<file path="src/rtl/its_pkg.sv">
// Shared types, widths and codes for the integer set table.
package its_pkg;

    localparam int DATA_W       = 32;
    localparam int POS_W        = 6;
    localparam int ENTRY_CNT_W  = 7;
    localparam int DEF_CAPACITY = 64;

    localparam logic [1:0] CMD_ADD    = 2'd0;
    localparam logic [1:0] CMD_REMOVE = 2'd1;
    localparam logic [1:0] CMD_QUERY  = 2'd2;

    localparam logic [1:0] ST_DONE    = 2'd0;
    localparam logic [1:0] ST_PRESENT = 2'd1;
    localparam logic [1:0] ST_ABSENT  = 2'd2;
    localparam logic [1:0] ST_FULL    = 2'd3;

    typedef struct packed {
        logic [1:0]               command;
        logic signed [DATA_W-1:0] value;
    } its_item_t;

    typedef struct packed {
        logic [1:0]             status;
        logic [POS_W-1:0]       position;
        logic [ENTRY_CNT_W-1:0] entry_count;
    } its_result_t;

endpackage

</file>
<file path="src/rtl/its_cell.sv">
// One table slot: holds an entry and passes the search transaction to its neighbor.
module its_cell #(
    parameter int CAPACITY = its_pkg::DEF_CAPACITY,
    parameter int INDEX    = 0,
    parameter int IDX_W    = $clog2(CAPACITY),
    parameter int CNT_W    = $clog2(CAPACITY + 1)
) (
    input  logic                      clk,
    input  logic                      rst_n,
    input  logic                      advance,
    input  logic [CNT_W-1:0]          count,
    input  logic                      wr_en,
    input  logic [IDX_W-1:0]          wr_idx,
    input  logic [its_pkg::DATA_W-1:0] wr_data,
    input  logic                      prev_valid,
    input  logic [its_pkg::DATA_W-1:0] prev_key,
    input  logic                      prev_found,
    input  logic [IDX_W-1:0]          prev_idx,
    input  logic [its_pkg::DATA_W-1:0] prev_last,
    output logic                      next_valid,
    output logic [its_pkg::DATA_W-1:0] next_key,
    output logic                      next_found,
    output logic [IDX_W-1:0]          next_idx,
    output logic [its_pkg::DATA_W-1:0] next_last
);
    import its_pkg::*;

    logic [DATA_W-1:0] entry_reg;
    logic              valid_reg;
    logic [DATA_W-1:0] key_reg;
    logic              found_reg;
    logic [IDX_W-1:0]  idx_reg;
    logic [DATA_W-1:0] last_reg;

    logic              occupied;
    logic              is_last;
    logic              hit;
    logic              found_next;
    logic [IDX_W-1:0]  idx_next;
    logic [DATA_W-1:0] last_next;

    // Compare against the held entry; keep the first match and grab the last entry
    always_comb
    begin
        occupied   = (CNT_W'(INDEX) < count);
        is_last    = (CNT_W'(INDEX + 1) == count);
        hit        = occupied && (entry_reg == prev_key);
        found_next = prev_found || hit;
        idx_next   = (!prev_found && hit) ? IDX_W'(INDEX) : prev_idx;
        last_next  = is_last ? entry_reg : prev_last;
    end

    // Store a write aimed at this slot
    always_ff @(posedge clk)
    begin
        if (wr_en && (wr_idx == IDX_W'(INDEX)))
        begin
            entry_reg <= wr_data;
        end
    end

    // Advance the transaction valid bit
    always_ff @(posedge clk or negedge rst_n)
    begin
        if (!rst_n)
        begin
            valid_reg <= 1'b0;
        end
        else if (advance)
        begin
            valid_reg <= prev_valid;
        end
    end

    // Advance the transaction payload
    always_ff @(posedge clk)
    begin
        if (advance)
        begin
            key_reg   <= prev_key;
            found_reg <= found_next;
            idx_reg   <= idx_next;
            last_reg  <= last_next;
        end
    end

    assign next_valid = valid_reg;
    assign next_key   = key_reg;
    assign next_found = found_reg;
    assign next_idx   = idx_reg;
    assign next_last  = last_reg;

endmodule

</file>
<file path="config.mk">
export PLATFORM = sky130hd
export DESIGN_NAME = its_cell
export DESIGN_NICKNAME = d
export VERILOG_FILES = /design/src/rtl/its_pkg.sv /design/src/rtl/its_cell.sv
export SDC_FILE = /design/constraint.sdc
export NUM_CORES = 1
export LEC_CHECK = 0
export BUFFER_PORTS_ARGS = -buffer_cell sky130_fd_sc_hd__buf_2
export CORE_MARGIN = 1
export CORE_UTILIZATION = 48
export CTS_CLUSTER_DIAMETER = 120
export DETAILED_ROUTE_END_ITERATION = 10
export PLACE_DENSITY_LB_ADDON = 0.15
export SLEW_MARGIN = 10
export SYNTH_ARGS = -nofsm -noshare
export SYNTH_HDL_FRONTEND = slang
export SYNTH_SLANG_ARGS = --single-unit
</file>
<file path="constraint.sdc">
create_clock -name clk -period 3.02 [get_ports clk]
set_input_delay 0.302 -clock clk [delete_from_list [all_inputs] [get_ports clk]]
set_output_delay 0.302 -clock clk [all_outputs]
set_load 0.02 [all_outputs]
</file>
## After elaboration in Yosys (flattened, before gate mapping)

Index checks and enable logic that the tools add are counted.
Widths: inputs -> output; s select.

- Bits in registers: 104
- Input bits: 121
- Output and inout bits: 72

- Order comparisons: 1
- Equal/unequal tests: 2
- Multiplexer cells: 1
- Reductions and logical operators: 6

Operators by type and width:

| cell | count |
|---|---|
| $eq 32x32->1 | 1 |
| $mux 32 | 1 |
| $eq 1x7->1 const A | 1 |
| $lt 1x7->1 const A | 1 |
| $logic_not 6->1 | 1 |
| $logic_and 1x1->1 | 3 |
| $logic_not 1->1 | 1 |
| $logic_or 1x1->1 | 1 |

## Depth between registers and ports, before layout

Gate-level depths: netlist of the first run.

- Depth after elaboration: 3
- Depth in mapped cells: 4

## Worst setup path before layout of the first run

Ideal clock, no wire load.

- Path kind: input to register
- Start point: input port wr_idx[2]
- End point: register entry_reg[0] (enable)
- Library setup time: 505 ps
- Data arrival time: 3891 ps
- Path slack: -1376 ps
- Stages: 2
- Buffers on the path: 0
- Cells stage by stage: or4b_1 > nor4_1

- Word-level cells in the longest chain between the ends: 2

Ends and longest elaborated chain:

| element | line | text |
|---|---|---|
| start, declared | its_cell.sv:13 | `input logic [IDX_W-1:0] wr_idx,` |
| $logic_not 6->1 | its_cell.sv:56 | `if (wr_en && (wr_idx == IDX_W'(INDEX)))` |
| $logic_and 1x1->1 | its_cell.sv:56 |  |
| end signal, assigned | its_cell.sv:58 | `entry_reg <= wr_data;` |
| end, declared | its_cell.sv:28 | `logic [DATA_W-1:0] entry_reg;` |

Every way passes these cells.
A chain may end at the register's enable or synchronous reset.

## Worst setup path in the final report of the first run

- Start point: register entry_reg[26]
- End point: register idx_reg[1], in the netlist next_idx[1] (data pin)

- Word-level cells in the longest chain between the ends: 3

Ends and longest elaborated chain:

| element | line | text |
|---|---|---|
| $eq 32x32->1 | its_cell.sv:47 | `hit = occupied && (entry_reg == prev_key);` |
| $logic_and 1x1->1 | its_cell.sv:47 |  |
| $logic_and 1x1->1 | its_cell.sv:49 | `idx_next = (!prev_found && hit) ? IDX_W'(INDEX) : prev_idx;` |
| end signal, assigned | its_cell.sv:82 | `idx_reg <= idx_next;` |
| end, declared | its_cell.sv:32 | `logic [IDX_W-1:0] idx_reg;` |

Every way passes these cells.

==> results of run 1 <==
[path summary, 6_finish.rpt]
check                                       endpoint  cells after the start  slack (ns)                    start
setup reg to reg           next_idx[1]$_SDFFCE_PP0P_                      4        1.25  entry_reg[26]$_DFFE_PP_
hold reg to reg               next_valid$_DFFE_PN0P_                      1        0.51   next_valid$_DFFE_PN0P_
max in group asynchronous     next_valid$_DFFE_PN0P_                      2        2.70                    rst_n
hold / removal               entry_reg[19]$_DFFE_PP_                      1        0.11              wr_data[19]
setup / recovery           next_idx[1]$_SDFFCE_PP0P_                      4        1.25  entry_reg[26]$_DFFE_PP_
min in group asynchronous     next_valid$_DFFE_PN0P_                      2        0.23                    rst_n
[report_power, final]
group | total [mW] | internal [mW] | switching, mW
registers | 1.69 | 1.68 | 0.0194
logic | 0.349 | 0.146 | 0.203
clock network | 0.765 | 0.303 | 0.462
[through the flow]
stage	cells	setup slack (ns)	cell area [um^2]
floorplan	203	0.6788	4023
global placement	498	1.134	5139
detailed placement	498	1.081	5139
CTS	515	1.217	5323
global route	515	1.096	5323
finish	515	1.251	5323
[logic make-up (layout without fill, tap and decap cells)]
logic type / after synthesis / in the layout
simple gates: 17 / 17
flops: 104 / 104
buf+inv: 10 / 220
xor+xnor: 32 / 32
compound gates: 7 / 7
mux: 33 / 33
[layout by cell type (no fill, tap or decap), types with 2 or more instances in the layout]
cell type   netlist  layout
a41oi_1           6       6
buf_2             3     192
buf_4             0       3
clkbuf_8          0       9
clkinv_4          0       3
clkinvlp_4        0       2
edfxtp_1        103     103
inv_1             7       7
mux2_1           11      11
mux2_2           22      22
nand4_1           9       9
nor2_1            3       3
nor4_4            2       3
xnor2_1          32      32
[what timing repair did]
item / CTS / global route
hold buffers: 1 / 0
endpoints found under the hold margin: 1 / 0
buffers inserted: 0 / 0
[routing by layer]
layer | global-route usage, % | up-vias | routed length, um
li1 | - | 1205 | -
met1 | 22.99 | 1202 | 3143
met2 | 35.11 | 137 | 4314
met3 | 5.772 | 11 | 778
met4 | 7.436 | 0 | 159
met5 | 0 | - | 0
[area by class of cell]
type                    count  share of cell area [%]
multi-input cells          89                   16.22
flip-flops and latches    104                   58.58
clock inverters             6                  0.8698
inverters                   7                  0.4937
repair buffers            197                   19.04
clock buffers              10                   2.398
well taps                 102                   2.398
==> reports/results.tsv, run 1 <==
stage	metric	value	unit
drt	Initial DRC Count	51	
drt	DRC errors left	0	
critical_path	CP max stage cell	nor4_4	
yosys	synth top area cells	edfxtp_1, xnor2_1, mux2_2	
cts	Reg clk slew, reported paths	0.10	ns
global_routing	vias in the first global route	2563	
sta	Post-Route Setup TNS	0	ns
sta	skew final	0.01351	ns
yosys	Cell variety after synth	15	
sta	worst hold slack	0.1138	ns
critical_path	worst-path maximum fanout	7	
yosys	cell area after synthesis	0.004008	mm^2
critical_path	Worst Path Arrival	1.84	ns
global_routing	largest net degree at the start of global routing	33	
cts	Clock Latency Late Sink	0.36	ns
run	Max-cap violations	0	
final_layout	Layout area overhead	32.81	%
yosys	largest area contributor in the netlist	edfxtp_1	
critical_path	WP data required	3.09	ns
drt	DRT antenna net count	0	
cts	Clock Path Buffers	2	
yosys	adder-cell share of the synthesized area	0	%
yosys	largest family of logic cells by synthesized area	multiplexers	
drt	WL final	8.396	mm
yosys	flops & latches, synth	104	
critical_path	Worst path max stage delay	0.52	ns
floorplan	Die W	93.38	um
cts	CTS sink count	104	
drt	DR WL/cell	16.30	um
yosys	top cell type's share of synthesized area	77.18	%
sta	crit path time final	1.769	ns
cts	htree depth	3	
final_layout	footprint of the multi-input gates	863.3	um^2
place	GPL Wtd Cong	0.7520	
global_routing	total gr overflow	0	
cts	Inserted Clock Buffers	9	
sta	final hold vios	0	
cts	root cell of the clock tree	clkbuf_8	
drt	1st-pass router iterations	4	
cts	CTS tree	yes	
critical_path	delay-heaviest family, CP	simple AND/OR/NAND/NOR gates	
sta	RSZ-0062 raised after global routing	false	
sta	worst relative slew slack	48.77	%
sta	fmax	565.4	MHz
yosys	number of flops mapped to enable cells by yosys	103	
floorplan	Starting Density	50.81	%
critical_path	crit path launch type	flip-flop	
sta	Worst Max-Slew Pin Slew	0.7684	ns
place	Port Buffers	192	
sta	fin crit share	58.57	%
critical_path	crit-path cells	xnor2_1 -> nand4_1 -> nor4_4 -> a41oi_1	
floorplan	Core Rows	32	
critical_path	crit end category	flip-flop	
yosys	Post-synth ARST share	0.9615	%
yosys	Cells after Synth	203	
worst_hold_path	worst min-delay path class	input pin to flip-flop	
final_layout	register area	0.003118	mm^2
yosys	Post-Synth XOR/XNOR Area	6.993	%
yosys	post-synthesis compound-gate area fraction	1.530	%
global_routing	GRT Overall Usage	19.92	%
drt	vias	2555	
power_and_ir_drop	Lkg Pwr	2.156	nW
yosys	Avg Cell Area, Syn	19.74	um^2
sta	Final Max Slew Viols	0	
yosys	synth warn	0	
floorplan	I/O pin count	193	
cts	post-CTS resize count	0	
final_layout	fill count	568	
power_and_ir_drop	Peak VDD IR	265.2	uV
power_and_ir_drop	PD cells	527.7	mW/mm^2
drt	Via density	4.961	
power_and_ir_drop	Pwr Total	2.809	mW
yosys	post-synthesis simple-gate area fraction	3.372	%
yosys	Synth top cells by count	edfxtp_1, xnor2_1, mux2_2	
critical_path	critical path class	flip-flop to flip-flop	
floorplan	die area	0.008719	mm^2
place	hpwl dp	6.322	mm
status	status	finished, final reports clean	
floorplan	die height	93.38	um
final_layout	share of cells above drive strength 1	57.14	%
yosys	most frequent cell after synthesis	edfxtp_1	
global_routing	first-pass GRT wire length	12.59	mm
final_layout	final net count	529	
critical_path	CP bufs+invs	0	
yosys	ys flop type	edfxtp_1	
global_routing	initial antenna violation count	0	
final_layout	antenna cells	0	
floorplan	Core Area	0.007888	mm^2
final_layout	Core Util, Final	67.48	%
yosys	post-synthesis sequential area ratio	77.80	%
yosys	syn_nets	324	
sta	setup violators final	0	
yosys	post-synthesis mux area share	9.273	%
No activity file was read; power rests on OpenSTA's default activity.
==> inputs of run 2 (changes only) <==
--- a/config.mk
+++ b/config.mk
@@ -7,7 +7,7 @@
 export LEC_CHECK = 0
 export BUFFER_PORTS_ARGS = -buffer_cell sky130_fd_sc_hd__buf_2
 export CORE_MARGIN = 1
-export CORE_UTILIZATION = 48
+export CORE_UTILIZATION = 41
 export CTS_CLUSTER_DIAMETER = 120
 export DETAILED_ROUTE_END_ITERATION = 10
 export PLACE_DENSITY_LB_ADDON = 0.15
==> constraint.sdc (replaced) <==
create_clock -name clk -period 1.4 [get_ports clk]
set_input_delay 0.14 -clock clk [delete_from_list [all_inputs] [get_ports clk]]
set_output_delay 0.14 -clock clk [all_outputs]
set_load 0.02 [all_outputs]
==> run 2 against run 1 <==
  * The run now ends with negative setup slack left
  * Highest routed layer unchanged
  * Largest power group unchanged
  * Worst hold slack got worse by 0.049 ns
  * Global-route usage shrank 1.5 points
  * Cell area up 15%
  * Sequential power is 120% higher
  * Clock skew down 0.0027 ns
  * Register-to-register slack got worse by 1.5 ns
  * First-iteration DRC count is 39% higher
  * Combinational power increased to 2.6 times the previous value
  * Die area grew 17%
==> reports/results.tsv, run 2 (synthesis gave the netlist of run 1 again) <==
stage	metric	value	unit	change
status	status	complete, but fails checks		was finished, final reports clean
status	failing checks	negative setup slack		
critical_path	Reg2Reg Setup Slack	-0.25	ns	was 1.25 ns
critical_path	r2r startpoint	entry_reg[12]$_DFFE_PP_		was entry_reg[26]$_DFFE_PP_
place	# placed instances	537		was 498
sta	skew final	0.01078	ns	was 0.01351 ns
global_routing	first-pass GRT wire length	13.63	mm	was 12.59 mm
floorplan	die height	100.9	um	was 93.38 um
drt	1st-pass router iterations	4		unchanged
worst_hold_path	worst min-delay path class	input pin to flip-flop		unchanged
floorplan	Core Area	0.009371	mm^2	was 0.007888 mm^2
drt	DRT antenna net count	0		unchanged
floorplan	Die W	100.9	um	was 93.38 um
power_and_ir_drop	Lkg Pwr	2.484	nW	was 2.156 nW
final_layout	commonest non-fill, non-tap cells in the layout	buf_2, edfxtp_1, dlygate4sd3_1		was buf_2, edfxtp_1, xnor2_1
drt	DR WL/cell	15.25	um	was 16.30 um
final_layout	antenna cells	0		unchanged
place	hpwl dp	6.370	mm	was 6.322 mm
cts	Clock Path Buffers	2		unchanged
critical_path	crit path launch type	flip-flop		unchanged
final_layout	Core Util, Final	65.06	%	was 67.48%
cts	Inserted Clock Buffers	9		unchanged
drt	Via density	4.630		was 4.961
place	Port Buffers	192		unchanged
final_layout	share of cells above drive strength 1	50.93	%	was 57.14%
global_routing	vias in the first global route	2947		was 2563
power_and_ir_drop	PD cells	1041	mW/mm^2	was 527.7 mW/mm^2
sta	worst relative slew slack	78.67	%	was 48.77%
place	area post-placement	0.005291	mm^2	was 0.005139 mm^2
drt	DRC errors left	0		unchanged
final_layout	final net count	602		was 529
floorplan	Starting Density	42.76	%	was 50.81%
critical_path	crit-path cells	xnor2_1 -> nand4_1 -> nor4_4 -> buf_4 -> a41oi_1		was xnor2_1 -> nand4_1 -> nor4_4 -> a41oi_1
global_routing	total gr overflow	0		unchanged
critical_path	CP max stage cell	edfxtp_1		was nor4_4
cts	Reg clk slew, reported paths	0.09	ns	was 0.10 ns
worst_hold_path	hold depth	2		was 1
floorplan	Core Rows	35		was 32
cts	htree depth	3		unchanged
critical_path	critical path class	flip-flop to flip-flop		unchanged
critical_path	Worst path max stage delay	0.42	ns	was 0.52 ns
drt	Initial DRC Count	71		was 51
run	Max-cap violations	0		unchanged
cts	post-CTS resize count	0		unchanged
drt	vias	2843		was 2555
cts	root cell of the clock tree	clkbuf_8		unchanged
sta	Worst Max-Slew Pin Slew	0.3183	ns	was 0.7684 ns
global_routing	GRT Overall Usage	18.41	%	was 19.92%
critical_path	WP data required	1.49	ns	was 3.09 ns
final_layout	fin area	0.006097	mm^2	was 0.005323 mm^2
sta	Final Max Slew Viols	0		unchanged
cts	Clock Latency Late Sink	0.35	ns	was 0.36 ns
critical_path	Worst setup startpoint	entry_reg[12]$_DFFE_PP_		was entry_reg[26]$_DFFE_PP_
sta	RSZ-0062 raised after global routing	true		was false
sta	crit path time final	1.648	ns	was 1.769 ns
global_routing	initial antenna violation count	0		unchanged
place	Place WS	-0.2931	ns	was 1.081 ns
worst_hold_path	hold path endpoint	next_last[20]$_DFFE_PP_		was entry_reg[19]$_DFFE_PP_
sta	final hold vios	0		unchanged
floorplan	die area	0.01017	mm^2	was 0.008719 mm^2
critical_path	Worst Path Arrival	1.73	ns	was 1.84 ns
place	GPL Wtd Cong	0.7348		was 0.7520
floorplan	I/O pin count	193		unchanged
critical_path	Crit Reg-Reg Endpoint	next_idx[5]$_SDFFCE_PP0P_		was next_idx[1]$_SDFFCE_PP0P_
power_and_ir_drop	Peak VDD IR	518.2	uV	was 265.2 uV
worst_hold_path	Hold Startpoint	prev_last[20]		was wr_data[19]
drt	WL final	9.365	mm	was 8.396 mm
sta	fin worst setup slack	-0.2478	ns	was 1.251 ns
sta	fmax	606.9	MHz	was 565.4 MHz
final_layout	fin cells	614		was 515
final_layout	commonest non-fill, non-tap cell in the layout	buf_2		unchanged
cts	CTS tree	yes		unchanged
cts	CTS sink count	104		unchanged
sta	Post-Route Setup TNS	-1.609	ns	was 0 ns
sta	fin crit share	117.7	%	was 58.57%
critical_path	crit end category	flip-flop		unchanged
critical_path	worst r2r path cells	5		was 4
sta	setup violators final	7		was 0
global_routing	largest net degree at the start of global routing	45		was 33
final_layout	Layout area overhead	52.14	%	was 32.81%
critical_path	worst-path maximum fanout	7		unchanged
run 2: changes by cell type in the layout (fill, tap and decap cells not counted), sizes merged:
| cell | previous run | this run |
|---|---|---|
| clkbuf | 10 | 9 |
| dlygate4sd3 | 1 | 62 |
| buf | 196 | 208 |
| clkinv | 4 | 3 |
| bufinv | 0 | 1 |
run 2: critical path, delay by kind of cell, from the launching register on:
| family | cells | cell delay [ns] |
|---|---|---|
| AOI/OAI and AO/OA | 1 | 0.11 |
| xor gates and xnor gates | 1 | 0.17 |
| buffers and inverters | 1 | 0.20 |
| DFF | 1 | 0.42 |
| and+or+nand+nor | 2 | 0.48 |
run 2: layout make-up:
type                            instances  area, um^2
Fill cell                             751        3274
Sequential cell                       104        3118
Timing Repair Buffer                  270        1739
Multi-Input combinational cell         89       867.1
Tap cell                              129       161.4
Clock buffer                            9       123.9
Clock inverter                          6       61.31
Inverter                                7       26.28
run 2: worst max path at each step:
stage / to / slack [ns] / cells past startpoint
after floorplan: entry_reg[0]$_DFFE_PP_ / -0.75 / 2
after global placement: next_idx[3]$_SDFFCE_PP0P_ / -0.25 / 5
after detailed placement: next_idx[0]$_SDFFCE_PP0P_ / -0.29 / 5
after CTS: next_idx[0]$_SDFFCE_PP0P_ / -0.26 / 5
after global routing: next_idx[3]$_SDFFCE_PP0P_ / -0.35 / 5
final: next_idx[5]$_SDFFCE_PP0P_ / -0.25 / 5
run 2: per-layer routing:
layer	up-vias	track usage [%]	part of all wire, %
met2	132	31.61	50
met5	-	0	0
li1	1349	-	-
met4	0	8.919	2.6
met3	18	4.369	6.8
met1	1344	21.80	40
run 2: metrics by stage:
stage / hold WS [ns] / total power, mW
finish: 0.06496 / 6.345
global route: 0.04781 / 6.574
CTS: -0.02557 / 6.402
detailed placement: -0.08440 / 4.504
global placement: -0.08501 / 4.495
floorplan: -0.1556 / 4.079
run 2: timing repair:
item,CTS,global route
hold buffers,61,1
gates cloned,0,0
endpoints found under the hold margin,62,1
pin swaps,10,4
endpoints found under the setup margin,7,7
setup buffers,0,0
run 2: power by group:
group | switching [mW] | total [mW] | internal (mW) | leakage (nW)
logic | 0.469 | 0.907 | 0.437 | 1.40
registers | 0.0475 | 3.66 | 3.61 | 0.994
clock network | 0.969 | 1.78 | 0.808 | 0.0864
